### src/design/hlsu_pkg.sv
// ----------------------------------------------------------------------------
// hlsu_pkg
// shared constants and types of the header line splitter
// ----------------------------------------------------------------------------
`timescale 1ns / 1ps
`default_nettype none

package hlsu_pkg;

    localparam logic [7:0] BYTE_CR  = 8'h0D;
    localparam logic [7:0] BYTE_LF  = 8'h0A;
    localparam logic [7:0] BYTE_SP  = 8'h20;
    localparam logic [7:0] BYTE_TAB = 8'h09;

    // pending line ending codes
    localparam logic [2:0] PEND_NONE   = 3'd0;
    localparam logic [2:0] PEND_CR     = 3'd1;
    localparam logic [2:0] PEND_LF     = 3'd2;
    localparam logic [2:0] PEND_CRLF   = 3'd3;
    localparam logic [2:0] PEND_CRLFCR = 3'd4;

    localparam logic [1:0] KIND_CHAR = 2'd0;
    localparam logic [1:0] KIND_EOL  = 2'd1;
    localparam logic [1:0] KIND_EOH  = 2'd2;

    localparam logic [15:0] LINE_LIMIT_RESET   = 16'd4095;
    localparam logic [15:0] LINE_COUNT_MAX     = 16'hFFFF;
    localparam int          FIFO_DEPTH_DEFAULT = 4;

    typedef struct packed {
        logic [1:0] kind;
        logic [7:0] ch;
    } hlsu_result_t;

    // one classified byte: one or two results
    typedef struct packed {
        logic         pair;
        hlsu_result_t res0;
        hlsu_result_t res1;
    } hlsu_cmd_t;

    typedef struct packed {
        logic full;
        logic empty;
    } hlsu_q_status_t;

endpackage

`default_nettype wire

### src/design/header_line_splitter_unit.sv
// a byte's results pass through the command queue, then leave from the output register
// throughput: one byte per cycle while the queue is not full; results leave at one beat per
// cycle while m_ready is high; a byte that yields two results holds the output side for both
// beats, the command queue (FIFO_DEPTH entries) lets the input side keep going meanwhile
// reset (aresetn low, synchronous): no ending pending, line count zero, line limit 4095, queue empty
// ----------------------------------------------------------------------------
// header_line_splitter_unit
// splits a header byte stream into line characters, end-of-line and end-of-headers marks
// ----------------------------------------------------------------------------
`timescale 1ns / 1ps
`default_nettype none

module header_line_splitter_unit #(
    parameter int FIFO_DEPTH = hlsu_pkg::FIFO_DEPTH_DEFAULT
) (
    input  wire logic        aclk,
    input  wire logic        aresetn,
    input  wire logic        cfg_wr_en,
    input  wire logic [15:0] cfg_wr_data,
    input  wire logic        s_valid,
    output logic             s_ready,
    input  wire logic [7:0]  s_in_byte,
    output logic             m_valid,
    input  wire logic        m_ready,
    output logic [1:0]       m_kind,
    output logic [7:0]       m_char_out,
    output logic             m_last
);
    import hlsu_pkg::*;

    logic           push;
    logic           pop;
    hlsu_cmd_t      push_cmd;
    hlsu_cmd_t      head_cmd;
    hlsu_q_status_t q_status;

    hlsu_front u_front (
        .aclk        (aclk),
        .aresetn     (aresetn),
        .cfg_wr_en   (cfg_wr_en),
        .cfg_wr_data (cfg_wr_data),
        .s_valid     (s_valid),
        .s_ready     (s_ready),
        .s_in_byte   (s_in_byte),
        .q_status    (q_status),
        .push        (push),
        .push_cmd    (push_cmd)
    );

    hlsu_fifo #(
        .DEPTH (FIFO_DEPTH)
    ) u_fifo (
        .aclk     (aclk),
        .aresetn  (aresetn),
        .push     (push),
        .push_cmd (push_cmd),
        .pop      (pop),
        .head_cmd (head_cmd),
        .q_status (q_status)
    );

    hlsu_back u_back (
        .aclk       (aclk),
        .aresetn    (aresetn),
        .head_cmd   (head_cmd),
        .q_status   (q_status),
        .pop        (pop),
        .m_valid    (m_valid),
        .m_ready    (m_ready),
        .m_kind     (m_kind),
        .m_char_out (m_char_out),
        .m_last     (m_last)
    );

endmodule

`default_nettype wire

### src/design/hlsu_front.sv
// ----------------------------------------------------------------------------
// hlsu_front
// accepts header bytes, tracks the pending line ending and line length,
// and turns each byte into a command of up to two results
// ----------------------------------------------------------------------------
`timescale 1ns / 1ps
`default_nettype none

module hlsu_front (
    input  wire logic                    aclk,
    input  wire logic                    aresetn,
    input  wire logic                    cfg_wr_en,
    input  wire logic [15:0]             cfg_wr_data,
    input  wire logic                    s_valid,
    output logic                         s_ready,
    input  wire logic [7:0]              s_in_byte,
    input  wire hlsu_pkg::hlsu_q_status_t q_status,
    output logic                         push,
    output hlsu_pkg::hlsu_cmd_t          push_cmd
);
    import hlsu_pkg::*;

    logic [2:0]   pend_reg, pend_next;
    logic [15:0]  cnt_reg, cnt_next;
    logic [15:0]  limit_reg;
    logic         accept;
    logic         is_cr, is_lf, is_ws;
    logic         do_eol, do_eoh;
    logic [1:0]   nch;
    logic [15:0]  base, c1, c2;
    logic         emit_a, emit_b;
    logic         v0, v1;
    hlsu_result_t r0, r1;

    assign s_ready = !q_status.full;
    assign accept  = s_valid && s_ready;

    assign is_cr = (s_in_byte == BYTE_CR);
    assign is_lf = (s_in_byte == BYTE_LF);
    assign is_ws = (s_in_byte == BYTE_SP) || (s_in_byte == BYTE_TAB);

    always_comb begin
        pend_next = PEND_NONE;
        do_eol    = 1'b0;
        do_eoh    = 1'b0;
        nch       = 2'd0;
        unique case (pend_reg)
            PEND_CR: begin
                if (is_ws) begin
                    nch = 2'd2;
                end else if (is_cr) begin
                    do_eol = 1'b1;
                    do_eoh = 1'b1;
                end else if (is_lf) begin
                    pend_next = PEND_CRLF;
                end else begin
                    do_eol = 1'b1;
                    nch    = 2'd1;
                end
            end
            PEND_LF: begin
                if (is_ws) begin
                    nch = 2'd2;
                end else if (is_lf) begin
                    do_eol = 1'b1;
                    do_eoh = 1'b1;
                end else if (is_cr) begin
                    do_eol    = 1'b1;
                    pend_next = PEND_CR;
                end else begin
                    do_eol = 1'b1;
                    nch    = 2'd1;
                end
            end
            PEND_CRLF: begin
                if (is_ws) begin
                    nch = 2'd2;
                end else if (is_cr) begin
                    pend_next = PEND_CRLFCR;
                end else if (is_lf) begin
                    do_eol = 1'b1;
                    do_eoh = 1'b1;
                end else begin
                    do_eol = 1'b1;
                    nch    = 2'd1;
                end
            end
            PEND_CRLFCR: begin
                // the extra cr is dropped unless the headers end here
                do_eol = 1'b1;
                if (is_cr || is_lf) begin
                    do_eoh = 1'b1;
                end else begin
                    nch = 2'd1;
                end
            end
            default: begin
                // nothing pending, unused codes behave the same
                if (is_cr) begin
                    pend_next = PEND_CR;
                end else if (is_lf) begin
                    pend_next = PEND_LF;
                end else begin
                    nch = 2'd1;
                end
            end
        endcase
    end

    // line length: count restarts on end of line, saturates at the top
    always_comb begin
        base   = do_eol ? 16'd0 : cnt_reg;
        emit_a = (base < limit_reg);
        c1     = (base == LINE_COUNT_MAX) ? base : base + 16'd1;
        emit_b = (c1 < limit_reg);
        c2     = (c1 == LINE_COUNT_MAX) ? c1 : c1 + 16'd1;
        if (do_eoh) begin
            cnt_next = 16'd0;
        end else if (nch == 2'd2) begin
            cnt_next = c2;
        end else if (nch == 2'd1) begin
            cnt_next = c1;
        end else begin
            cnt_next = base;
        end
    end

    always_comb begin
        r1.kind = KIND_CHAR;
        r1.ch   = s_in_byte;
        if (do_eoh) begin
            v0      = 1'b1;
            r0.kind = KIND_EOL;
            r0.ch   = 8'd0;
            v1      = 1'b1;
            r1.kind = KIND_EOH;
            r1.ch   = 8'd0;
        end else if (do_eol) begin
            v0      = 1'b1;
            r0.kind = KIND_EOL;
            r0.ch   = 8'd0;
            v1      = (nch == 2'd1) && emit_a;
        end else begin
            // folded ending gives a space ahead of the byte itself
            v0      = (nch != 2'd0) && emit_a;
            r0.kind = KIND_CHAR;
            r0.ch   = (nch == 2'd2) ? BYTE_SP : s_in_byte;
            v1      = (nch == 2'd2) && emit_b;
        end
        push_cmd.pair = v0 && v1;
        push_cmd.res0 = v0 ? r0 : r1;
        push_cmd.res1 = r1;
    end

    assign push = accept && (v0 || v1);

    always_ff @(posedge aclk) begin
        if (!aresetn) begin
            pend_reg  <= PEND_NONE;
            cnt_reg   <= 16'd0;
            limit_reg <= LINE_LIMIT_RESET;
        end else begin
            if (cfg_wr_en) begin
                limit_reg <= cfg_wr_data;
            end
            if (accept) begin
                pend_reg <= pend_next;
                cnt_reg  <= cnt_next;
            end
        end
    end

endmodule

`default_nettype wire

### src/design/hlsu_fifo.sv
// ----------------------------------------------------------------------------
// hlsu_fifo
// short command queue between the classifying front and the output side
// ----------------------------------------------------------------------------
`timescale 1ns / 1ps
`default_nettype none

module hlsu_fifo #(
    parameter int DEPTH = hlsu_pkg::FIFO_DEPTH_DEFAULT
) (
    input  wire logic                     aclk,
    input  wire logic                     aresetn,
    input  wire logic                     push,
    input  wire hlsu_pkg::hlsu_cmd_t      push_cmd,
    input  wire logic                     pop,
    output hlsu_pkg::hlsu_cmd_t           head_cmd,
    output hlsu_pkg::hlsu_q_status_t      q_status
);
    import hlsu_pkg::*;

    localparam int PTR_W = (DEPTH > 1) ? $clog2(DEPTH) : 1;
    localparam int CNT_W = $clog2(DEPTH + 1);

    hlsu_cmd_t        mem_reg [DEPTH];
    logic [PTR_W-1:0] wr_ptr_reg, rd_ptr_reg;
    logic [CNT_W-1:0] count_reg;

    function automatic logic [PTR_W-1:0] ptr_inc(input logic [PTR_W-1:0] ptr);
        logic [PTR_W-1:0] nxt;
        nxt = (ptr == PTR_W'(DEPTH - 1)) ? '0 : ptr + 1'b1;
        return nxt;
    endfunction

    assign head_cmd       = mem_reg[rd_ptr_reg];
    assign q_status.full  = (count_reg == CNT_W'(DEPTH));
    assign q_status.empty = (count_reg == '0);

    always_ff @(posedge aclk) begin
        if (push) begin
            mem_reg[wr_ptr_reg] <= push_cmd;
        end
    end

    always_ff @(posedge aclk) begin
        if (!aresetn) begin
            wr_ptr_reg <= '0;
            rd_ptr_reg <= '0;
            count_reg  <= '0;
        end else begin
            if (push) begin
                wr_ptr_reg <= ptr_inc(wr_ptr_reg);
            end
            if (pop) begin
                rd_ptr_reg <= ptr_inc(rd_ptr_reg);
            end
            if (push && !pop) begin
                count_reg <= count_reg + 1'b1;
            end else if (pop && !push) begin
                count_reg <= count_reg - 1'b1;
            end
        end
    end

endmodule

`default_nettype wire

### src/design/hlsu_back.sv
// ----------------------------------------------------------------------------
// hlsu_back
// unpacks queued commands into result beats through an output register
// ----------------------------------------------------------------------------
`timescale 1ns / 1ps
`default_nettype none

module hlsu_back (
    input  wire logic                     aclk,
    input  wire logic                     aresetn,
    input  wire hlsu_pkg::hlsu_cmd_t      head_cmd,
    input  wire hlsu_pkg::hlsu_q_status_t q_status,
    output logic                          pop,
    output logic                          m_valid,
    input  wire logic                     m_ready,
    output logic [1:0]                    m_kind,
    output logic [7:0]                    m_char_out,
    output logic                          m_last
);
    import hlsu_pkg::*;

    logic         valid_reg;
    logic         idx_reg;
    logic [1:0]   kind_reg;
    logic [7:0]   char_reg;
    logic         last_reg;
    logic         load;
    logic         is_last;
    hlsu_result_t sel;

    // output register takes a new beat when empty or being drained
    assign load    = (!valid_reg || m_ready) && !q_status.empty;
    assign sel     = idx_reg ? head_cmd.res1 : head_cmd.res0;
    assign is_last = !head_cmd.pair || idx_reg;
    assign pop     = load && is_last;

    always_ff @(posedge aclk) begin
        if (load) begin
            kind_reg <= sel.kind;
            char_reg <= sel.ch;
            last_reg <= is_last;
        end
    end

    always_ff @(posedge aclk) begin
        if (!aresetn) begin
            valid_reg <= 1'b0;
            idx_reg   <= 1'b0;
        end else begin
            if (load) begin
                valid_reg <= 1'b1;
                idx_reg   <= !is_last;
            end else if (m_ready) begin
                valid_reg <= 1'b0;
            end
        end
    end

    assign m_valid    = valid_reg;
    assign m_kind     = kind_reg;
    assign m_char_out = char_reg;
    assign m_last     = last_reg;

endmodule

`default_nettype wire

### config.mk
export PLATFORM = sky130hd
export DESIGN_NAME = header_line_splitter_unit
export DESIGN_NICKNAME = d
export VERILOG_FILES = /design/src/design/hlsu_pkg.sv /design/src/design/header_line_splitter_unit.sv /design/src/design/hlsu_front.sv /design/src/design/hlsu_fifo.sv /design/src/design/hlsu_back.sv
export SDC_FILE = /design/constraint.sdc
export NUM_CORES = 1
export LEC_CHECK = 0
export ABC_CLOCK_PERIOD_IN_PS = 5900
export BUFFER_PORTS_ARGS = -buffer_cell sky130_fd_sc_hd__buf_2
export CAP_MARGIN = 40
export CORE_MARGIN = 2
export CORE_UTILIZATION = 40
export CTS_CLUSTER_SIZE = 12
export DETAILED_ROUTE_END_ITERATION = 8
export GPL_TIMING_DRIVEN = 0
export PLACE_DENSITY_LB_ADDON = 0.05
export RECOVER_POWER = 100
export SLEW_MARGIN = 20
export SYNTH_ARGS = -nofsm -noshare
export SYNTH_HDL_FRONTEND = slang
export SYNTH_SLANG_ARGS = --single-unit
### constraint.sdc
create_clock -name aclk -period 5.9 [get_ports aclk]
set_clock_uncertainty 0.05 [all_clocks]
set_input_delay 0 -clock aclk [delete_from_list [all_inputs] [get_ports aclk]]
set_output_delay 0 -clock aclk [all_outputs]
set_load 0.05 [all_outputs]
# Word-level counts from Yosys, hierarchy flattened
# Memory sizes are Yosys's and may differ from the RTL's. A register that Yosys moved wholly into a read port is not among the register bits.
# Cells that the tools add are included.
# op_classes
n_addsub	6
multipliers	0
n_div	0
magnitude_cmp	2
n_eq_ne	15
n_shift	0
mux	60
bitwise	0
n_reduce_logical	27
# ops
operator	n
$mux 16	6
$mux 10	4
$add 16x1->16 const B	2
$eq 16x16->1 const B	2
$lt 16x16->1	2
$mux 3	9
$mux 1	25
$eq 8x4->1 const B	3
$mux 2	10
$pmux 3 s4	1
$logic_and 1x1->1	10
$mux 9	1
$eq 8x6->1 const B	1
$mux 8	1
$pmux 1 s4	2
$logic_not 1->1	7
$eq 2x2->1 const B	3
$eq 3x2->1 const B	2
$eq 3x3->1 const B	2
$pmux 2 s3	1
$reduce_bool 2->1	3
$logic_or 1x1->1	5
$add 2x1->2 const B	2
$add 3x1->3 const B	1
other kinds (5)	5
# word_totals
ff_bits	55
latch_bits	0
ram_bits	84
romBits	0
elab_cells	122
memories	1
# mem_list
memory	words	width	rd	rd_ports_with_merged_regs	write_ports	line	rtl
u_fifo.mem_reg	4	21	1	1	1	hlsu_fifo.sv:24	hlsu_cmd_t mem_reg [DEPTH];

# Longest topological paths before layout
# Gate-level depths: netlist of run 1.
# logic_depth
word_depth	18
depth_mapped	30
depth_no_buf	26

# By module
# From an unflattened synthesis of run 1, not the netlist that was laid out.
# unflattened
hier_cells	714
area_unflattened_um2	7936.4
# by_module_without_submodules
mod	n_inst	cells_each	area_each_um2	seq_area_each_um2
hlsu_front	1	527	3854.9	700.7
hlsu_fifo	1	153	3489.6	2702.6
hlsu_back	1	34	591.8	370.4

# Worst setup path before layout of run 1
# OpenSTA, ideal clock, no wires.
# synth_path
kind	reg2reg
startpoint	register u_front.pend_reg[0]
endpoint	register u_fifo.count_reg[2]
setup_ps	71
t_arrival_ps	5854
path_slack_ps	-75
stages_incl_launch_ff	27
n_path_buf	4
synth_period_minus_slack_ps	5975
path_cell_list	dfxtp_1 -> clkbuf_1 -> nor4b_2 -> o221ai_2 -> buf_6 -> nand2_1 -> clkbuf_1 -> and2_1 -> ha_1 -> buf_2 -> nand4_1 -> or4_1 -> a21oi_2 -> a21boi_4 -> ha_1 -> and4_1 -> a211oi_1 -> nor3_1 -> a211oi_1 -> nor2_1 -> a21oi_1 -> ha_1 -> inv_1 -> fa_1 -> xor2_1 -> or3_1 -> a21oi_1
# synth_between
elab_chain_cells	14
# synth_rtl
element	line	rtl
from (decl)	hlsu_front.sv:23	logic [2:0] pend_reg, pend_next;
from (signal assigned)	hlsu_front.sv:167	pend_reg <= pend_next;
$eq 3x3->1, or another cell as far along	hlsu_front.sv:47	unique case (pend_reg)
$pmux 1 s4	hlsu_front.sv:47	
$mux 16	hlsu_front.sv:112	base = do_eol ? 16'd0 : cnt_reg;
$add 16x1->16 or $eq 16x16->1 (tied branches)	hlsu_front.sv:114	c1 = (base == LINE_COUNT_MAX) ? base : base + 16'd1;
$mux 16	hlsu_front.sv:114	
$lt 16x16->1	hlsu_front.sv:115	emit_b = (c1 < limit_reg);
$logic_and 1x1->1	hlsu_front.sv:148	v1 = (nch == 2'd2) && emit_b;
$mux 1	hlsu_front.sv:138	end else if (do_eol) begin
$mux 1	hlsu_front.sv:131	if (do_eoh) begin
$logic_or 1x1->1 (*)	hlsu_front.sv:155	assign push = accept && (v0 || v1);
$logic_and 1x1->1 (*)	hlsu_front.sv:155	
net push	header_line_splitter_unit.sv:31	logic push;
$logic_not 1->1	hlsu_fifo.sv:58	end else if (pop && !push) begin
$logic_and 1x1->1	hlsu_fifo.sv:58	
$reduce_bool 2->1 (no line)	--	
to (signal assigned)	hlsu_fifo.sv:57	count_reg <= count_reg + 1'b1;
to (signal assigned)	hlsu_fifo.sv:59	count_reg <= count_reg - 1'b1;
to (decl)	hlsu_fifo.sv:26	logic [CNT_W-1:0] count_reg;
# Mark *: on every way through the listed nets, which the timed path passes. The rest lies on a longest branch.
# A chain may end at the register's enable or synchronous reset.

# Final worst setup path of run 1
# layout_path
startpoint	register u_front.pend_reg[2]
endpoint	register u_fifo.count_reg[2]
# The elaborated chain is that of the path after synthesis.

==> impl_metrics.env, run 1 <==
export IMPL_antenna_left=0
export IMPL_grt_remaining_overflow=0
export IMPL_globalRouteTotalUtil_pct=22.5
export IMPL_yosys_cell_types_count=88
export IMPL_cts_sinks=137
export IMPL_wire_length_of_the_first_global_routing_pass_mm=34.7
export IMPL_routability_driven_placement_congestion_ratio=0.911
export IMPL_final_min_period_over_clock_period_pct=96.7
export IMPL_drt_initial_drc_count=373
export IMPL_max_cap_viol_count=0
export IMPL_cp_end_kind="register"
export IMPL_internal_power_w=0.00211
export IMPL_vias_per_cell=5.63
export IMPL_final_core_util_pct=49.2
export IMPL_finalCriticalPeriod_ns=5.70
export IMPL_pin_count_of_the_biggest_net_entering_global_routing=21
export IMPL_kind_of_critical_path="register to register"
export IMPL_setup_violations_final=0
export IMPL_crit_path_frequent_cell="buf_6"
export IMPL_die_y_um=144
export IMPL_fill_cells=1822
export IMPL_std_cell_rows=51
export IMPL_mostFrequentLayoutCell="edfxtp_1"
export IMPL_ctsRootBufferMaster="clkbuf_16"
export IMPL_synth_yosys_seq_area_share_pct=46.5
export IMPL_floorplan_initialDensity_pct=40.5
export IMPL_dp_hpwl_mm=16.1
export IMPL_power_frac_comb_pct=28.0
export IMPL_most_common_layout_cells="edfxtp_1 (91), nand2_1 (48), clkbuf_1 (43), dfxtp_1 (43), nor2_1 (42)"
export IMPL_maxClockFrequency_mhz=175
export IMPL_critical_path_peak_fanout=10
export IMPL_seqPwrFrac_pct=39.1
export IMPL_boundaryPins=42
export IMPL_num_vias=6160
export IMPL_cp_arrival_ns=6.01
export IMPL_synthCells=708
export IMPL_largest_register_ff_count=80
export IMPL_p_per_area_nw_per_um2=332
export IMPL_synth_enable_flop_cells=91
export IMPL_yosys_warnings=0
export IMPL_ir_drop_uv=191
export IMPL_io_buffers=38
export IMPL_maxSlewViolCount=0
export IMPL_antenna_found_initial=0
export IMPL_cts_htree_levels=4
export IMPL_layout_nets=885
export IMPL_ff2ff_setup_slack_ns=0.20
export IMPL_power_static_leakage_nw=3.67
export IMPL_ys_dominant_reg_cell="edfxtp_1"
export IMPL_min_path_type="primary input to register"
export IMPL_synth_ff_latch_count=137
export IMPL_dieArea_sq_um=20800
export IMPL_tritoncts_num_buffers=17
export IMPL_max_clock_path_buffers=2
export IMPL_critical_path_slowest_cell="or3_1"
export IMPL_grt_pass1_vias=6170
export IMPL_crit_required_ns=6.21
export IMPL_die_w_um=144
export IMPL_cts_tree="yes"
export IMPL_post_route_drc_count=0
export IMPL_clkLatencyLatePin_ns=0.43
export IMPL_normalized_max_slew_margin_pct=12.9
export IMPL_finalWirelength_mm=22.9
export IMPL_tightestPinTransition_ns=1.29
export IMPL_delay_contributed_by_the_slowest_stage_of_the_critical_path_ns=0.38
export IMPL_synthToLayoutAreaGrowth_pct=21.4
export IMPL_synth_area_sq_um=7860
export IMPL_synth_avg_cell_area_sq_um=11.1
export IMPL_core_region_area_sq_um=19400
export IMPL_timing_hold_violations_final=0
export IMPL_drive_above_1_share_pct=21.6
export IMPL_wire_per_inst_um=20.9
export IMPL_clkPwrFrac_pct=32.8
export IMPL_power_switching_w=0.00105
export IMPL_n_antenna_cell=0
export IMPL_clkTransAtPathRegs_ns=0.06
export IMPL_detailedRoute_firstPassIterationCount=5
export IMPL_post_layout_total_power_w=0.00317
export IMPL_sw_frac_of_total_pct=33.3
export IMPL_asyncSetResetFlopFracSynth_pct=0
export IMPL_hold_ws_ns=0.0161
export IMPL_status="complete, no violations"
export IMPL_critPathLaunchType="register"
layer usage:
layer	GRT usage (%)	part of all wire, %	up-vias
li1	-	-	2920
met1	27.3	43	3053
met2	39.7	50	146
met3	4.44	3.7	41
met4	8.43	2.7	0
met5	0	0	-
Yosys cell counts, types with 14 or more instances:
library cell	number	area, sq um
a211oi_1	17	128
a21o_1	16	120
a21oi_1	29	145
and2_1	24	150
clkbuf_1	28	105
dfxtp_1	46	921
edfxtp_1	91	2730
ha_1	38	475
inv_1	40	150
mux4_2	20	450
nand2_1	50	188
nand3_1	20	100
nor2_1	44	165
nor3_1	15	75.1
o211ai_1	14	105
o21ai_0	19	95.1
or3_1	14	87.6
per-stage QoR:
step                      setup WS [ns]  TNS (ns)  area, sq um  std cells
after floorplan                  0.0523         0         7880        711
final                             0.197         0         9540       1095
after detailed placement          -1.57   -105.12         8440       1017
after global placement            -1.62   -134.49         8400       1014
after global routing            -0.0533   -0.0533         9540       1095
after CTS                        0.0105         0         9390       1081
worst paths after layout:
| path | from | end | cells past startpoint |
|---|---|---|---|
| worst max register to register | u_front.pend_reg[2] | u_fifo.count_reg[2] | 29 |
| worst min-delay path | cfg_wr_en | u_front.limit_reg[3] | 2 |
| worst max-delay path | u_front.pend_reg[2] | u_fifo.count_reg[2] | 29 |
| worst min register to register | u_back.m_valid | u_back.m_valid | 2 |
area by class of cell:
class,instances,area [sq um],share of cell area (%)
flip-flops and latches,137,3660,38.4
inverters,40,150,1.57
multi-input cells,493,4010,42.0
plain buffers,40,214,2.24
clock inverters,15,141,1.48
repair buffers,88,607,6.36
clock buffers,17,425,4.46
well taps,265,332,3.48
timing repair:
| action | 4_1_cts | 5_1_grt |
|---|---|---|
| hold endpoints to repair | 55 | 0 |
| resized for setup | 25 | 28 |
| buffers inserted | 10 | 15 |
| pin swaps | 7 | 17 |
| setup endpoints to repair | 89 | 82 |
| hold buffers | 23 | 0 |
logic make-up (layout without fill, tap and decap cells):
family,count (synthesis),count (layout),share of synthesized area [%]
AND/OR/NAND/NOR,228,228,16.1
AO/OA/AOI/OAI,163,163,16.2
flip-flops,137,137,46.5
buffers and inverters,81,200,4.27
multiplexers,42,42,8.71
adder cells (fa/ha/maj),39,39,6.30
XOR/XNOR,17,17,1.89
other,1,4,0.0477
power groups by stage:
| stage | clock [W] | combinational (W) | sequential (W) |
|---|---|---|---|
| 4_1_cts | 0.00106 | 0.000903 | 0.00124 |
| 3_5_place_dp | 0 | 0.000873 | 0.00126 |
| 5_1_grt | 0.00109 | 0.000965 | 0.00126 |
| 6_report | 0.00104 | 0.000887 | 0.00124 |
| 2_1_floorplan | 0 | 0.000478 | 0.00140 |
| 3_3_place_gp | 0 | 0.000833 | 0.00126 |
critical path, delay by kind of cell, from the launching register on:
kind / cells / cell delay (ns)
compound gates: 9 / 1.67
simple gates: 9 / 1.52
fa+ha+maj: 4 / 1.09
buf+inv: 6 / 0.75
flops: 1 / 0.36
xor+xnor: 1 / 0.16
Note: power is estimated with default switching activity, not from simulation.
==> run 2, diff against run 1 <==
- PLACE_DENSITY: default -> 0.56
- PLACE_DENSITY_LB_ADDON: 0.05 -> default
==> run 2 against run 1 <==
Worst setup slack worse by 0.12 ns. Largest cell class unchanged. Final area is 0.98% higher. Sequential share of layout area is 0.43 points lower. Combinational power hardly changed. Critical path depth is 2 higher. Largest power group unchanged.
==> impl_metrics.env, run 2 (synthesized netlist as in run 1, its figures left out) <==
export IMPL_status="complete, no violations"
export IMPL_core_region_area_sq_um=19400
export IMPL_sw_frac_of_total_pct=33.8
export IMPL_fill_cells=1791
export IMPL_crit_start="u_front.pend_reg[2]"
export IMPL_antenna_found_initial=0
export IMPL_delay_contributed_by_the_slowest_stage_of_the_critical_path_ns=0.35
export IMPL_cp_arrival_ns=6.13
export IMPL_io_buffers=38
export IMPL_boundaryPins=42
export IMPL_kind_of_critical_path="register to register"
export IMPL_dp_hpwl_mm=16.2
export IMPL_layout_nets=892
export IMPL_ctsRootBufferMaster="clkbuf_16"
export IMPL_tritoncts_num_buffers=17
export IMPL_crit_required_ns=6.20
export IMPL_dieArea_sq_um=20800
export IMPL_drive_above_1_share_pct=22.0
export IMPL_placement_cell_area_sq_um=8520
export IMPL_r2r_end="u_fifo.count_reg[2]"
export IMPL_critical_path_peak_fanout=10
export IMPL_cts_tree="yes"
export IMPL_ff2ff_setup_slack_ns=0.08
export IMPL_setup_violations_final=0
export IMPL_vias_per_cell=5.72
export IMPL_grt_pass1_vias=6212
export IMPL_finalCriticalPeriod_ns=5.82
export IMPL_wire_per_inst_um=20.5
export IMPL_n_antenna_cell=0
export IMPL_timing_hold_violations_final=0
export IMPL_critical_path_reg2reg_startpoint="u_front.pend_reg[2]"
export IMPL_max_clock_path_buffers=2
export IMPL_cp_end_kind="register"
export IMPL_largest_register_ff_count=80
export IMPL_worstHoldStart="cfg_wr_en"
export IMPL_normalized_max_slew_margin_pct=36.8
export IMPL_floorplan_initialDensity_pct=40.5
export IMPL_reg2regPathDepth=31
export IMPL_cts_sinks=137
export IMPL_holdPathEnd="u_front.limit_reg[0]"
export IMPL_mostFrequentLayoutCell="edfxtp_1"
export IMPL_die_y_um=144
export IMPL_maxClockFrequency_mhz=172
export IMPL_antenna_left=0
export IMPL_min_path_cells=3
export IMPL_std_cell_rows=51
export IMPL_globalRouteTotalUtil_pct=22.3
export IMPL_tns_ns=0
export IMPL_num_vias=6307
export IMPL_power_switching_w=0.00107
export IMPL_max_cap_viol_count=0
export IMPL_ir_drop_uv=206
export IMPL_drt_initial_drc_count=537
export IMPL_detailedRoute_firstPassIterationCount=5
export IMPL_critPathLaunchType="register"
export IMPL_tightestPinTransition_ns=0.944
export IMPL_die_w_um=144
export IMPL_post_route_drc_count=0
export IMPL_power_frac_comb_pct=28.2
export IMPL_grt_remaining_overflow=0
export IMPL_critical_path_slowest_cell="or3_1"
export IMPL_clkPwrFrac_pct=32.5
export IMPL_seqPwrFrac_pct=39.4
export IMPL_power_static_leakage_nw=3.73
export IMPL_final_min_period_over_clock_period_pct=98.7
export IMPL_wire_length_of_the_first_global_routing_pass_mm=34.5
export IMPL_unrepaired_setup_endpoints_after_global_routing="true"
export IMPL_clkTransAtPathRegs_ns=0.07
export IMPL_routability_driven_placement_congestion_ratio=0.944
export IMPL_most_common_layout_cells="edfxtp_1 (91), nand2_1 (49), nor2_1 (43), dfxtp_1 (43), clkbuf_1 (42)"
export IMPL_finalWirelength_mm=22.6
export IMPL_internal_power_w=0.00209
export IMPL_maxSlewViolCount=0
export IMPL_p_per_area_nw_per_um2=327
export IMPL_cts_htree_levels=4
export IMPL_crit_path_frequent_cell="buf_4"
export IMPL_min_path_type="primary input to register"
export IMPL_clkLatencyLatePin_ns=0.43
export IMPL_post_layout_total_power_w=0.00315
export IMPL_design_area_sq_um=9630
export IMPL_pin_count_of_the_biggest_net_entering_global_routing=17
export IMPL_synthToLayoutAreaGrowth_pct=22.6
[run 2: layout make-up]
cell class	count	area [sq um]	share of cell area, %
Multi-Input combinational cell	493	4040	41.9
Sequential cell	137	3660	38.0
Timing Repair Buffer	95	689	7.16
Clock buffer	17	425	4.42
Tap cell	265	332	3.44
Buffer	40	209	2.17
Inverter	40	150	1.56
Clock inverter	15	135	1.40
[run 2: critical path, delay by kind of cell (launching register included)]
family	cells	cell delay (ns)
xor gates and xnor gates	1	0.15
and+or+nand+nor	8	1.35
AOI/OAI and AO/OA	10	1.70
DFF	1	0.34
buffers and inverters	8	1.08
adders and majority gates	4	1.06
[run 2: per-layer routing]
layer	vias to the layer above	track usage, %	wire, um
met5	-	0	0
li1	2942	-	-
met4	0	8.18	595
met2	198	39.0	11300
met1	3124	28.0	9640
met3	43	3.41	1020
[run 2: through the flow]
step                      setup WS (ns)  utilization (%)  std cells  hold WS (ns)
after detailed placement          -1.39             43.9       1024         0.168
after CTS                       0.00931             48.8       1088       0.00411
final                            0.0770             49.7       1102        0.0218
after global placement            -1.37             43.3       1014         0.166
after floorplan                  0.0523                -        711        0.0762
after global routing             -0.139             49.7       1102        0.0492
[run 2: repair_timing]
action                                  in CTS  in global routing
hold endpoints to repair                    62                  0
pin swaps                                    7                 14
buffers inserted                            10                 14
hold buffers                                23                  0
resized for setup                           23                 22
endpoints found under the setup margin      89                 82
cloned                                       0                  0
[run 2: worst max-delay path by stage]
stage / end / slack, ns / cells past startpoint
6_report: u_fifo.count_reg[2] / 0.08 / 31
5_1_grt: u_fifo.count_reg[2] / -0.14 / 31
4_1_cts: u_fifo.count_reg[2] / 0.009 / 28
3_5_place_dp: u_fifo.count_reg[2] / -1.39 / 29
3_3_place_gp: u_fifo.mem_reg[3][19] / -1.37 / 24
2_1_floorplan: u_fifo.count_reg[2] / 0.05 / 26
[run 2: power groups by stage]
stage          Sequential [W]  Clock, W  Combinational [W]
3_3_place_gp          0.00126         0           0.000819
5_1_grt               0.00126   0.00108           0.000960
2_1_floorplan         0.00140         0           0.000478
4_1_cts               0.00124   0.00104           0.000907
6_report              0.00124   0.00102           0.000888
3_5_place_dp          0.00126         0           0.000880
==> run 3, diff against run 2 <==
- ABC_AREA: default -> 1
==> run 3 against run 2 <==
Worst hold slack improved by 0.0049 ns. Synthesized cell count increased by 28%. Sequential power is essentially flat. Final area shrank 5.5%. Critical path type is now primary input to register.
==> impl_metrics.env, run 3 <==
export IMPL_routability_driven_placement_congestion_ratio=0.899
export IMPL_io_buffers=41
export IMPL_delay_contributed_by_the_slowest_stage_of_the_critical_path_ns=0.53
export IMPL_postLayoutSetupSlackWorst_ns=0.560
export IMPL_n_antenna_cell=0
export IMPL_ctsRootBufferMaster="clkbuf_16"
export IMPL_yosys_warnings=0
export IMPL_ys_dominant_reg_cell="edfxtp_1"
export IMPL_place_detailed_instances=1186
export IMPL_most_common_layout_cells="nand2_1 (139), nor2_1 (133), inv_1 (97)"
export IMPL_asyncSetResetFlopFracSynth_pct=0
export IMPL_min_path_cells=3
export IMPL_ir_drop_uv=214
export IMPL_setup_violations_final=0
export IMPL_post_route_drc_count=0
export IMPL_finalWirelength_mm=20.2
export IMPL_std_cell_rows=50
export IMPL_synth_ff_latch_count=137
export IMPL_synth_commonest_cells="nand2_1 (137), nor2_1 (136), inv_1 (96), edfxtp_1 (91), o21ai_0 (70)"
export IMPL_yosys_cell_types_count=43
export IMPL_power_static_leakage_nw=3.75
export IMPL_cts_htree_levels=4
export IMPL_clkLatencyLatePin_ns=0.43
export IMPL_antenna_found_initial=0
export IMPL_antenna_left=0
export IMPL_globalRouteTotalUtil_pct=21.1
export IMPL_floorplan_initialDensity_pct=40.9
export IMPL_max_cap_viol_count=0
export IMPL_tritoncts_num_buffers=17
export IMPL_max_clock_path_buffers=2
export IMPL_maxClockFrequency_mhz=187
export IMPL_final_min_period_over_clock_period_pct=90.5
export IMPL_status="complete, no violations"
export IMPL_grt_pass1_vias=6123
export IMPL_drt_initial_drc_count=432
export IMPL_num_vias=6345
export IMPL_cts_tree="yes"
export IMPL_largest_register_ff_count=80
export IMPL_dp_hpwl_mm=14.7
export IMPL_cp_end_kind="register"
export IMPL_synth_enable_flop_cells=91
export IMPL_wire_length_of_the_first_global_routing_pass_mm=32.6
export IMPL_synth_avg_cell_area_sq_um=8.46
export IMPL_maxSlewViolCount=0
export IMPL_dieArea_sq_um=20300
export IMPL_timing_hold_violations_final=0
export IMPL_most_used_standard_cell_by_instance_count_after_synthesis="nand2_1"
export IMPL_critPathLaunchType="primary input"
export IMPL_synth_top_area_share_pct=35.6
export IMPL_synth_area_sq_um=7680
export IMPL_finalCriticalPeriod_ns=5.34
export IMPL_netlist_top_cell_by_area="edfxtp_1"
export IMPL_layout_nets=1074
export IMPL_cp_arrival_ns=5.60
export IMPL_synthCells=907
export IMPL_unrepaired_setup_endpoints_after_global_routing="false"
export IMPL_grt_remaining_overflow=0
export IMPL_layout_cells_non_filler=1253
export IMPL_reg2regPathDepth=32
export IMPL_cts_sinks=137
export IMPL_crit_path_frequent_cell="nand2_1"
export IMPL_pre_cts_ws_ns=0.384
export IMPL_tightestPinTransition_ns=0.776
export IMPL_detailedRoute_firstPassIterationCount=5
export IMPL_core_region_area_sq_um=18800
export IMPL_synthToLayoutAreaGrowth_pct=18.6
export IMPL_critical_path_peak_fanout=10
export IMPL_normalized_max_slew_margin_pct=48.2
export IMPL_min_path_type="primary input to register"
export IMPL_post_layout_total_power_w=0.00341
export IMPL_clkTransAtPathRegs_ns=0.06
export IMPL_pin_count_of_the_biggest_net_entering_global_routing=21
export IMPL_p_per_area_nw_per_um2=374
export IMPL_kind_of_critical_path="primary input to register"
export IMPL_mostFrequentLayoutCell="nand2_1"
export IMPL_wire_per_inst_um=16.1
export IMPL_boundaryPins=42
export IMPL_critical_path_slowest_cell="dlygate4sd3_1"
export IMPL_tns_ns=0
export IMPL_drive_above_1_share_pct=11.5
export IMPL_die_w_um=143
export IMPL_die_y_um=143
export IMPL_vias_per_cell=5.06
export IMPL_final_core_util_pct=48.5
export IMPL_crit_required_ns=6.16
export IMPL_synth_yosys_seq_area_share_pct=47.6
export IMPL_synth_top_cells_by_area="edfxtp_1 (36%), dfxtp_1 (12%), nand2_1 (6.7%), nor2_1 (6.6%), ha_1 (6.2%)"
==> run 3: worst paths after layout <==
check | start | end | slack [ns]
worst max register to register | u_front.pend_reg[1] | u_fifo.count_reg[2] | 0.61
worst max-delay path | s_in_byte[6] | u_fifo.count_reg[2] | 0.56
worst min-delay path | s_in_byte[3] | u_fifo.mem_reg[2][3] | 0.03
worst min register to register | u_front.cnt_reg[13] | u_front.cnt_reg[13] | 0.42
==> run 3: cell type report <==
type                            count  area (sq um)
Clock buffer                       18           429
Sequential cell                   137          3650
Multi-Input combinational cell    628          3470
Buffer                             33           143
Tap cell                          234           293
Inverter                          112           420
Fill cell                        1879          9660
Timing Repair Buffer               77           537
Clock inverter                     14           161
==> run 3: kinds of logic (layout without fill, tap and decap cells) <==
kind of cell               after synthesis  count (layout)  synth area share, %
DFF                                    137             137                 47.6
other                                    1               4               0.0488
adders and majority gates               39              39                 6.45
and+or+nand+nor                        394             394                 23.8
xor gates and xnor gates                18              18                 2.05
buffers and inverters                  145             254                 7.45
AOI/OAI and AO/OA                      173             173                 12.6
==> run 3: critical path: cells and delay by family <==
family	cells	cell delay [ns]
fa+ha+maj	4	1.09
compound gates	7	0.89
buf+inv	8	1.28
simple gates	17	2.30
==> run 3: metrics by stage <==
step                      cell area, sq um  hold WS [ns]
after floorplan                       7690        0.0723
after global placement                8190         0.166
after detailed placement              8230         0.167
after CTS                             9180       0.00469
after global routing                  9100        0.0353
final                                 9100        0.0267
==> run 3: layer usage <==
| layer | up-vias | global-route usage, % | part of all wire [%] | wire (um) |
|---|---|---|---|---|
| met1 | 2930 | 28.5 | 47 | 9460 |
| li1 | 3252 | - | - | - |
| met2 | 144 | 35.6 | 47 | 9520 |
| met5 | - | 0 | 0 | 0 |
| met4 | 0 | 5.42 | 1.1 | 231 |
| met3 | 19 | 3.33 | 4.9 | 985 |
==> run 3: where the power goes <==
part           total (W)  switching (W)  internal [W]
combinational    0.00105       0.000773      0.000278
sequential       0.00127      0.0000543       0.00122
clock            0.00108       0.000447      0.000634
==> run 3: repair_timing <==
item,4_1_cts,5_1_grt
hold endpoints to repair,58,0
hold buffers,35,0
resized for setup,0,2
setup buffers,0,0
endpoints found under the setup margin,0,1
